### src/hw/rtl/sms_pkg.sv
// Shared types and constants of the substring match scorer.
`timescale 1ns / 1ps

package sms_pkg;

  // Query storage and history line sizes, fixed by the register layout.
  localparam int QUERY_BYTES = 16;
  localparam int HIST_DEPTH  = 15;

  // Width and limit of the reported score.
  localparam int SCORE_W     = 13;
  localparam int SCORE_LIMIT = 8191;

  // Configuration register indexes.
  localparam logic [1:0] REG_QUERY_LOW  = 2'd0;
  localparam logic [1:0] REG_QUERY_HIGH = 2'd1;
  localparam logic [1:0] REG_QUERY_LEN  = 2'd2;

  // One entry byte request.
  typedef struct packed {
    logic [7:0] entry_byte;
    logic       byte_present;
    logic       last_of_entry;
  } in_t;

  // One result request.
  typedef struct packed {
    logic               matched;
    logic [SCORE_W-1:0] rank_score;
  } out_t;

endpackage

### src/hw/rtl/substring_match_scorer.sv
// Top level of the substring match scorer: entry state, query registers, result register.
//
//   channel   direction  handshake                    payload
//   byte      in         byte_valid / byte_stall      byte_item   (sms_pkg::in_t)
//   result    out        result_valid / result_stall  result_item (sms_pkg::out_t)
//   config    in         cfg_write                    cfg_index, cfg_data
//
// One entry byte is taken per cycle unless a last-of-entry request is stalled; the window
// compare and the state update finish in the cycle a byte request is accepted, and the result
// is registered. The result appears in the cycle after the last byte of an entry is accepted.
// Reset is synchronous and clears the query registers and the entry state.
// Only a last-of-entry request is stalled, and only while a result is still held.
`timescale 1ns / 1ps

module substring_match_scorer #(
  parameter int MAX_QUERY_BYTES = 16,
  parameter int MAX_ENTRY_BYTES = 4096
) (
  input  logic          clk,
  input  logic          rst,
  input  logic          byte_valid,
  output logic          byte_stall,
  input  sms_pkg::in_t  byte_item,
  output logic          result_valid,
  input  logic          result_stall,
  output sms_pkg::out_t result_item,
  input  logic          cfg_write,
  input  logic [1:0]    cfg_index,
  input  logic [63:0]   cfg_data
);

  localparam int PW   = $clog2(MAX_ENTRY_BYTES + 1);
  localparam int FW   = $clog2(MAX_ENTRY_BYTES);
  localparam int SUMW = (PW + 1 > sms_pkg::SCORE_W + 1) ? PW + 1 : sms_pkg::SCORE_W + 1;
  localparam int HD   = sms_pkg::HIST_DEPTH;

  // Query registers.
  logic [63:0] query_low_bytes;
  logic [63:0] query_high_bytes;
  logic [4:0]  query_length;

  // Entry state.
  logic [HD-1:0][7:0] recent_bytes;
  logic [PW-1:0]      byte_position;
  logic               match_seen;
  logic [FW-1:0]      first_match_start;

  logic [HD-1:0][7:0] recent_bytes_next;
  logic [PW-1:0]      byte_position_next;
  logic               match_seen_next;
  logic [FW-1:0]      first_match_start_next;

  logic                                  accept;
  logic                                  take;
  logic                                  usable;
  logic                                  hit;
  logic [PW-1:0]                         count;
  logic [sms_pkg::QUERY_BYTES-1:0][7:0]  window;
  logic [sms_pkg::QUERY_BYTES-1:0][7:0]  query;
  logic [SUMW-1:0]                       score_sum;
  sms_pkg::out_t                         result_next;

  // A last-of-entry request waits while the held result is not taken.
  assign byte_stall = result_valid && result_stall && byte_item.last_of_entry;
  assign accept     = byte_valid && !byte_stall;

  // Configuration writes; unknown indexes are dropped.
  always_ff @(posedge clk) begin
    if (rst) begin
      query_low_bytes  <= '0;
      query_high_bytes <= '0;
      query_length     <= '0;
    end else if (cfg_write) begin
      unique case (cfg_index)
        sms_pkg::REG_QUERY_LOW:  query_low_bytes  <= cfg_data;
        sms_pkg::REG_QUERY_HIGH: query_high_bytes <= cfg_data;
        sms_pkg::REG_QUERY_LEN:  query_length     <= cfg_data[4:0];
        default: ;
      endcase
    end
  end

  // The newest byte and the history line form the compare window.
  assign query  = {query_high_bytes, query_low_bytes};
  assign window = {recent_bytes, byte_item.entry_byte};

  sms_window_match u_match (
    .window       (window),
    .query        (query),
    .query_length (query_length),
    .hit          (hit)
  );

  assign usable = (query_length != 5'd0) && (query_length <= 5'(MAX_QUERY_BYTES));
  assign take   = byte_item.byte_present && (byte_position < PW'(MAX_ENTRY_BYTES));
  assign count  = byte_position + PW'(1);

  // Entry state update for one byte, including the first-match capture.
  always_comb begin
    recent_bytes_next      = recent_bytes;
    byte_position_next     = byte_position;
    match_seen_next        = match_seen;
    first_match_start_next = first_match_start;
    if (take) begin
      if (!match_seen && usable && (count >= PW'(query_length)) && hit) begin
        match_seen_next        = 1'b1;
        first_match_start_next = FW'(count - PW'(query_length));
      end
      recent_bytes_next  = {recent_bytes[HD-2:0], byte_item.entry_byte};
      byte_position_next = count;
    end
  end

  // Result of an entry, from the state after its last byte.
  assign score_sum = SUMW'(first_match_start_next) + SUMW'(byte_position_next)
                   - SUMW'(query_length);

  always_comb begin
    result_next = '0;
    if (query_length == 5'd0) begin
      result_next.matched = 1'b1;
    end else if (usable && (PW'(query_length) <= byte_position_next) && match_seen_next) begin
      result_next.matched = 1'b1;
      if (score_sum > SUMW'(sms_pkg::SCORE_LIMIT)) begin
        result_next.rank_score = sms_pkg::SCORE_W'(sms_pkg::SCORE_LIMIT);
      end else begin
        result_next.rank_score = score_sum[sms_pkg::SCORE_W-1:0];
      end
    end
  end

  // Entry state registers; the last byte of an entry clears them.
  always_ff @(posedge clk) begin
    if (rst) begin
      recent_bytes      <= '0;
      byte_position     <= '0;
      match_seen        <= 1'b0;
      first_match_start <= '0;
    end else if (accept) begin
      if (byte_item.last_of_entry) begin
        recent_bytes      <= '0;
        byte_position     <= '0;
        match_seen        <= 1'b0;
        first_match_start <= '0;
      end else begin
        recent_bytes      <= recent_bytes_next;
        byte_position     <= byte_position_next;
        match_seen        <= match_seen_next;
        first_match_start <= first_match_start_next;
      end
    end
  end

  // Result register.
  always_ff @(posedge clk) begin
    if (rst) begin
      result_valid <= 1'b0;
    end else if (accept && byte_item.last_of_entry) begin
      result_valid <= 1'b1;
    end else if (!result_stall) begin
      result_valid <= 1'b0;
    end
  end

  always_ff @(posedge clk) begin
    if (accept && byte_item.last_of_entry) begin
      result_item <= result_next;
    end
  end

`ifndef NO_ASSERTIONS
  // A fresh result only follows an accepted last byte.
  a_result_source: assert property (@(posedge clk) disable iff (rst)
    $rose(result_valid) |-> $past(accept && byte_item.last_of_entry))
    else $error("result raised without a last-of-entry request");

  // A miss always reports a zero score.
  a_miss_score: assert property (@(posedge clk) disable iff (rst)
    (result_valid && !result_item.matched) |-> (result_item.rank_score == '0))
    else $error("nonzero score on a miss");

  // The entry state starts over after each entry.
  a_entry_clear: assert property (@(posedge clk) disable iff (rst)
    (accept && byte_item.last_of_entry) |=> (byte_position == '0 && !match_seen))
    else $error("entry state not cleared after last byte");

  // The byte count saturates at the entry limit.
  a_position_limit: assert property (@(posedge clk) disable iff (rst)
    byte_position <= PW'(MAX_ENTRY_BYTES))
    else $error("byte position beyond entry limit");
`endif

endmodule

### src/hw/rtl/sms_window_match.sv
// Compares the newest query-length bytes of the entry with the query.
`timescale 1ns / 1ps

module sms_window_match (
  input  logic [sms_pkg::QUERY_BYTES-1:0][7:0] window,
  input  logic [sms_pkg::QUERY_BYTES-1:0][7:0] query,
  input  logic [4:0]                           query_length,
  output logic                                 hit
);

  // Window slot d holds the byte d places before the newest one, and it lines
  // up with query byte query_length-1-d. Slots at or beyond the length are ignored.
  always_comb begin
    logic [4:0] idx;
    hit = 1'b1;
    for (int d = 0; d < sms_pkg::QUERY_BYTES; d++) begin
      idx = query_length - 5'd1 - 5'(d);
      if ((5'(d) < query_length) && (query[idx[3:0]] != window[d])) begin
        hit = 1'b0;
      end
    end
  end

endmodule
### config.mk
export PLATFORM = sky130hd
export DESIGN_NAME = substring_match_scorer
export DESIGN_NICKNAME = d
export VERILOG_FILES = /design/src/hw/rtl/sms_pkg.sv /design/src/hw/rtl/substring_match_scorer.sv /design/src/hw/rtl/sms_window_match.sv
export SDC_FILE = /design/constraint.sdc
export NUM_CORES = 1
export LEC_CHECK = 0
export BUFFER_PORTS_ARGS = -buffer_cell sky130_fd_sc_hd__clkbuf_2
export CAP_MARGIN = 5
export CORE_AREA = 2 2 299 242
export CTS_CLUSTER_DIAMETER = 150
export CTS_CLUSTER_SIZE = 20
export DETAILED_ROUTE_END_ITERATION = 10
export DIE_AREA = 0 0 301 244
export SLEW_MARGIN = 10
export SYNTH_ARGS = -nofsm -noshare
export SYNTH_HDL_FRONTEND = slang
export SYNTH_SLANG_ARGS = --single-unit
export TNS_END_PERCENT = 100
### constraint.sdc
create_clock -name clk -period 12.8 [get_ports clk]
set_input_delay 2.56 -clock clk [delete_from_list [all_inputs] [get_ports clk]]
set_output_delay 2.56 -clock clk [all_outputs]
set_load 0.01 [all_outputs]
==> results of run 1 <==
layer usage:
layer	part of all wire [%]	up-vias	wire [µm]	global-route usage, %
met5	0.032	-	24	0
met4	2.6	4	1950	4.64
met3	11	87	8150	5.00
met2	40	847	29600	27.0
met1	47	8806	34600	30.1
li1	-	8160	-	-
sequential cells by signal, indices dropped and copies added, names as in the netlist:
name,flops
first_match_start,12
query_low_bytes,64
query_length,5
result_item,14
result_valid,1
recent_bytes,120
byte_position,13
match_seen,1
query_high_bytes,64
cells by family (layout without fill, tap and decap cells):
group                      after synthesis  after routing
and+or+nand+nor                        671            671
AOI/OAI and AO/OA                      440            440
muxes                                  423            423
DFF                                    294            294
buffers and inverters                  229            198
xor gates and xnor gates               160            160
adders and majority gates               49             49
power by group through the flow:
stage	registers, mW	clock network, mW	logic (mW)
after floorplan	0.973	0	0.404
after global placement	0.984	0	0.545
after detailed placement	0.984	0	0.543
after CTS	0.963	0.621	0.545
after global routing	0.966	0.646	0.592
final	0.964	0.602	0.555
through the flow:
stage / util (%) / worst slack, ns
2_1_floorplan: - / 3.62
3_3_place_gp: 31.5 / 2.70
5_1_grt: 32.2 / 1.82
3_5_place_dp: 31.5 / 2.67
4_1_cts: 32.2 / 2.62
6_report: 32.2 / 2.50
path summary, 6_finish.rpt:
kind | startpoint | endpoint | slack, ns | cells past startpoint
setup / recovery | query_length[0] | result_item[4] | 2.50 | 29
hold / removal | first_match_start[8] | first_match_start[8] | 0.47 | 1
setup reg to reg | query_length[0] | result_item[4] | 2.50 | 29
hold reg to reg | first_match_start[8] | first_match_start[8] | 0.47 | 1
layout by cell type, fill, tap and decap left out, types with 6 or more instances in the layout:
master / n
a21oi_1: 175
a22oi_1: 124
a31oi_1: 7
a32o_1: 10
and3_1: 13
buf_4: 28
clkbuf_16: 19
clkbuf_2: 95
dfxtp_1: 278
edfxtp_1: 14
fa_1: 6
ha_1: 41
inv_1: 48
mux2_2: 56
mux2i_1: 226
mux4_2: 139
nand2_1: 340
nand3_1: 18
nand4_1: 19
nor2_1: 189
nor2b_1: 11
nor3_1: 20
nor4_1: 19
o21a_1: 7
o21ai_0: 56
o21bai_1: 7
o221a_1: 10
or3_1: 6
xnor2_1: 78
xor2_1: 75
Yosys cell counts, types with 20 or more instances:
| cell | instances |
|---|---|
| a21oi_1 | 175 |
| a22oi_1 | 124 |
| buf_2 | 35 |
| clkbuf_1 | 107 |
| dfxtp_1 | 280 |
| ha_1 | 43 |
| inv_1 | 48 |
| mux2_2 | 56 |
| mux2i_1 | 226 |
| mux4_2 | 139 |
| nand2_1 | 340 |
| nor2_1 | 190 |
| nor3_1 | 20 |
| o21ai_0 | 57 |
| xnor2_1 | 79 |
| xor2_1 | 75 |
worst max-delay path: cells and delay by family (launching register included):
family                   cells  cell delay, ns
AO/OA/AOI/OAI               11            2.47
XOR/XNOR                     2            0.92
adder cells (fa/ha/maj)      4            2.00
buffers and inverters        4            0.81
flip-flops                   1            0.62
multiplexers                 2            0.92
AND/OR/NAND/NOR              6            2.24
area by class of cell:
type	instances	area [µm²]
multi-input combinational	1743	14000
inverter	51	191
tap	934	1170
sequential	294	6030
timing repair buffer	125	719
clock buffer	21	483
clock inverter	1	8.76
fill	7269	47600
==> summary.md, run 1 <==
| Metric | Value |
|---|---|
| Status | completed |
| Crit path largest cell delay | 0.89 ns |
| N_diodes | 0 |
| Via Count | 17,900 |
| Port bufs | 96 |
| Max-Cap Viols | 0 |
| Worst-margin pin slew | 1.16 ns |
| WHS | 0.470 ns |
| Worst-path clk slew | 0.09 ns |
| Yosys top cell area share | 26.7% |
| Fin crit share | 80.5% |
| Post-Synth Adder-Cell Area | 3.13% |
| Row cnt | 87 |
| Int Pwr | 1.43 mW |
| Max Root-Sink Buffers | 3 |
| # setup viols final | 0 |
| Final hold vios | 0 |
| H-tree Lvls | 1 |
| Final wirelength | 74.3 mm |
| Final instance area | 22,600 µm² |
| Main combinational cell family by area after synthesis | multiplexers |
| First-pass DRT Iterations | 6 |
| Pin count of the biggest net entering global routing | 109 |
| Crit path arrival time | 10.60 ns |
| Vias/cell | 5.65 |
| #FFs+latches synth | 294 |
| Clock Power Share | 28.4% |
| Latest clock arrival within the worst-skew pair | 0.55 ns |
| Worst endpoint required time | 13.09 ns |
| Boundary Pins | 97 |
| Layout cell share with drive strength beyond 1 | 16.5% |
| CTS sink cnt | 294 |
| Vias in the first global route | 15,900 |
| Crit Path Class | reg -> reg |
| Post-CTS sizing | 0 |
| DRC | 0 |
| Die height | 244 µm |
| Min-delay worst type | reg -> reg |
| Placed Instance Area | 22,100 µm² |
| Area Growth Syn to Fin | 7.62% |
| Pleak | 8.17 nW |
| Switching Fraction | 32.6% |
| Compound-Gate Fraction of Synth Area | 13.5% |
| Hold buffer count at CTS | 0 |
| Slowest-stage cell, CP | ha_4 |
| CP Launch Type | flip-flop |
| First-pass GRT wire length | 109 mm |
| Crit. End Element | flip-flop |
| Dpl hpwl | 56.5 mm |
| Ys Warns | 0 |
| Mean Syn Cell Area | 9.27 µm² |
| DRT iter0 DRCs | 2,210 |
| CTS tree | built |
| # nets final | 2,363 |
| Pins Over Slew Limit | 0 |
| Final worst path period need | 10.30 ns |
| Total CTS buffers | 18 |
| Post-route setup TNS | 0 ns |
| EDFF count, synth | 14 |
| Clock Skews | 0.0223 ns |
| Simple-gate share of the synthesized area | 13.7% |
| Tot GR Track Use | 19.7% |
| GPL Wtd Cong | 1.03 |
| RSZ-0062 raised after global routing | false |
| Initial Util | 29.9% |
| Ranking of synthesized cells by area | dfxtp_1 (27%), mux4_2 (15%), mux2i_1 (11%) |
| Pwr Total | 2.12 mW |
| Slew HR | 22.7% |
| Synthesized net count | 2,396 |
| Multiplexer share of the synthesized area | 28.9% |
| Seq pwr share | 45.5% |
| Die area | 73,400 µm² |
| Fmax | 0.0971 GHz |
| Wire per inst | 23.4 µm |
| Initial antenna violation count | 2 |
| Cells after synthesis | 2,266 |
| DP Cell Count | 3,147 |
| Core area | 70,200 µm² |
| Psw | 0.692 mW |
| Critical Path Most Common Cell | a21oi_1 |
| Comb power frac | 26.2% |
| Synth Cell Area | 21,000 µm² |
| Sequential area share after synthesis | 28.7% |
| Dominant cell type by area after synthesis | dfxtp_1 |
| Post-synthesis xor/xnor area fraction | 7.03% |
| Non-filler cells, final | 3,169 |
| Final ANT Viol Nets | 0 |
| VDD IR max | 0.0000814 V |
| Die Span X | 301 µm |
| Count of cell types in the netlist | 79 |
| Worst Path Max Fanout | 48 |
| Clk root buf | clkbuf_16 |
| Grt ovf | 0 |
| Top_reg_cell synth | dfxtp_1 |
| Pwr Density | 93.9 nW/µm² |
| Post-CTS setup buffers | 0 |
| Asr flop ratio synth | 0% |
No activity file was read; power rests on OpenSTA's default activity.
==> run 2, diff against run 1 <==
--- a/config.mk
+++ b/config.mk
@@ -5,13 +5,14 @@
 export SDC_FILE = /design/constraint.sdc
 export NUM_CORES = 1
 export LEC_CHECK = 0
+export ABC_AREA = 1
 export BUFFER_PORTS_ARGS = -buffer_cell sky130_fd_sc_hd__clkbuf_2
 export CAP_MARGIN = 5
-export CORE_AREA = 2 2 299 242
+export CORE_AREA = 2 2 306 247
 export CTS_CLUSTER_DIAMETER = 150
 export CTS_CLUSTER_SIZE = 20
 export DETAILED_ROUTE_END_ITERATION = 10
-export DIE_AREA = 0 0 301 244
+export DIE_AREA = 0 0 308 249
 export SLEW_MARGIN = 10
 export SYNTH_ARGS = -nofsm -noshare
 export SYNTH_HDL_FRONTEND = slang
==> constraint.sdc (replaced) <==
create_clock -name clk -period 8.97 [get_ports clk]
set_input_delay 1.794 -clock clk [delete_from_list [all_inputs] [get_ports clk]]
set_output_delay 1.794 -clock clk [all_outputs]
set_load 0.01 [all_outputs]
==> run 2 against run 1 <==
Routed wire length rose by 16%. Cell count rose by 50%. Maximum frequency grew 34%. Core utilization down 0.36 points. Clock power is 46% higher. Critical path depth grew 11. Synthesized cell count up 70%. Critical path type unchanged. Largest power group is now combinational logic.
==> summary.md, run 2 <==
| Metric | Value |
|---|---|
| Status | completed |
| Comb power frac | 41.4% |
| Post-route setup TNS | 0 ns |
| Clock Power Share | 22.8% |
| Multi-input gate area | 14,000 µm² |
| Ys Warns | 0 |
| Worst Path Max Fanout | 46 |
| H-tree Lvls | 1 |
| Latest clock arrival within the worst-skew pair | 0.57 ns |
| Die Span X | 308 µm |
| DRT iter0 DRCs | 2,640 |
| R2R depth | 40 |
| Post-CTS setup buffers | 0 |
| Fill cells | 8,252 |
| Crit path largest cell delay | 0.59 ns |
| Die height | 249 µm |
| Boundary Pins | 97 |
| Tot GR Track Use | 22.0% |
| # nets final | 3,914 |
| Slew HR | 28.6% |
| Dominant cell type by area after synthesis | nand2_1 |
| Area Growth Syn to Fin | 6.65% |
| Final wirelength | 86.0 mm |
| Grt ovf | 0 |
| First-pass GRT wire length | 131 mm |
| Clk root buf | clkbuf_16 |
| CP Launch Type | flip-flop |
| Top_reg_cell synth | dfxtp_1 |
| Sequential area share after synthesis | 27.5% |
| Yosys top cell area share | 28.7% |
| Final hold vios | 0 |
| Mean Syn Cell Area | 5.70 µm² |
| Crit path arrival time | 8.00 ns |
| Core area | 73,500 µm² |
| Cell with the most instances after synthesis | nand2_1 |
| CTS tree | built |
| Hold buffer count at CTS | 0 |
| Critical Path Most Common Cell | nand2_1 |
| #FFs+latches synth | 294 |
| Initial antenna violation count | 6 |
| Clock Skews | 0.0245 ns |
| FF/Latch Area | 6030 µm² |
| Fmax | 0.130 GHz |
| Post-CTS sizing | 0 |
| GPL Wtd Cong | 1.01 |
| Pin count of the biggest net entering global routing | 188 |
| Crit. End Element | flip-flop |
| Vias/cell | 5.17 |
| Via Count | 24,500 |
| Total CTS buffers | 18 |
| Count of cell types in the netlist | 45 |
| Cells after synthesis | 3,846 |
| Worst endpoint required time | 9.28 ns |
| Crit Path Class | reg -> reg |
| Biggest register | recent_bytes |
| First-pass DRT Iterations | 6 |
| Seq pwr share | 35.8% |
| RSZ-0062 raised after global routing | false |
| CTS sink cnt | 294 |
| Row cnt | 89 |
| Vias in the first global route | 22,000 |
| Max reg flops | 120 |
| Int Pwr | 2.18 mW |
| Final worst path period need | 7.69 ns |
| Pwr Density | 165 nW/µm² |
| Commonest cells post-synth | nand2_1 (1,676), nand3_1 (532), dfxtp_1 (280) |
| Dpl hpwl | 66.1 mm |
| Synthesized net count | 3,976 |
| Fin crit share | 85.7% |
| Pleak | 10.5 nW |
| EDFF count, synth | 14 |
| Switching Fraction | 43.7% |
| Initial Util | 29.8% |
| Min-delay worst type | reg -> reg |
| # setup viols final | 0 |
| Most frequent cells in the layout | nand2_1 (1,674), nand3_1 (530), dfxtp_1 (278) |
| Worst-margin pin slew | 1.07 ns |
| Max-Cap Viols | 0 |
| Ranking of synthesized cells by area | nand2_1 (29%), dfxtp_1 (26%), nand3_1 (12%) |
| DRC | 0 |
| DP Cell Count | 4,719 |
| Worst-path clk slew | 0.09 ns |
| Layout cell share with drive strength beyond 1 | 5.62% |
| Synth Cell Area | 21,900 µm² |
| Max Root-Sink Buffers | 3 |
| Die area | 76,700 µm² |
| VDD IR max | 0.000122 V |
| Asr flop ratio synth | 0% |
| Wire per inst | 18.1 µm |
| N_diodes | 0 |
| Hold Path Stages | 2 |
| Biggest regs | recent_bytes (120), query_high_bytes (64), query_low_bytes (64) |
| Non-filler cells, final | 4,742 |
| Pins Over Slew Limit | 0 |
| Final ANT Viol Nets | 0 |
| Commonest non-fill, non-tap cell in the layout | nand2_1 |
| Slowest-stage cell, CP | dfxtp_1 |
| Psw | 1.69 mW |
| Port bufs | 96 |
-- run 2: final cells by class --
class | count | share of cell area, %
multi-input cells | 3086 | 59.7
flip-flops and latches | 294 | 25.8
well taps | 955 | 5.11
inverters | 260 | 4.19
repair buffers | 124 | 3.07
clock buffers | 21 | 2.07
clock inverters | 2 | 0.0428
-- run 2: final timing paths --
kind | end | from | slack, ns
max reg2reg | result_item[11] | query_length[1] | 1.28
min | query_high_bytes[52] | query_high_bytes[52] | 0.47
max | result_item[11] | query_length[1] | 1.28
min reg2reg | query_high_bytes[52] | query_high_bytes[52] | 0.47
-- run 2: kinds of logic after synthesis --
family,synth area share [%]
and+or+nand+nor,48.4
AOI/OAI and AO/OA,11.0
buffers and inverters,9.03
DFF,27.5
adders and majority gates,3.00
xor gates and xnor gates,1.08
-- run 2: metrics by stage --
step / worst slack [ns] / hold slack [ns] / area (µm²) / power (mW) / util, %
floorplan: 2.65 / 0.439 / 21900 / 2.50 / -
global placement: 1.53 / 0.450 / 22900 / 2.96 / 31.1
detailed placement: 1.41 / 0.457 / 22900 / 2.96 / 31.1
CTS: 1.40 / 0.471 / 23400 / 3.84 / 31.8
global route: 0.623 / 0.491 / 23400 / 4.11 / 31.8
finish: 1.28 / 0.468 / 23400 / 3.87 / 31.8
-- run 2: per-layer routing --
layer	vias up	track usage, %	part of all wire, %
met5	-	0	0.066
met3	140	3.90	9.0
met1	11300	31.4	46
met4	8	6.65	3.4
met2	916	33.5	42
li1	12200	-	-
-- run 2: worst max-delay path, delay by kind of cell (launching register included) --
kind            cells  cell delay [ns]
fa+ha+maj           3             1.19
buf+inv             4             1.29
compound gates      6             0.83
flops               1             0.59
simple gates       27             3.49
-- run 2: power groups by stage --
stage          clock network [mW]  logic (mW)  registers (mW)
2_1_floorplan                   0        1.10            1.40
3_3_place_gp                    0        1.55            1.41
3_5_place_dp                    0        1.55            1.41
4_1_cts                     0.901        1.55            1.38
5_1_grt                     0.944        1.77            1.39
6_report                    0.881        1.60            1.38
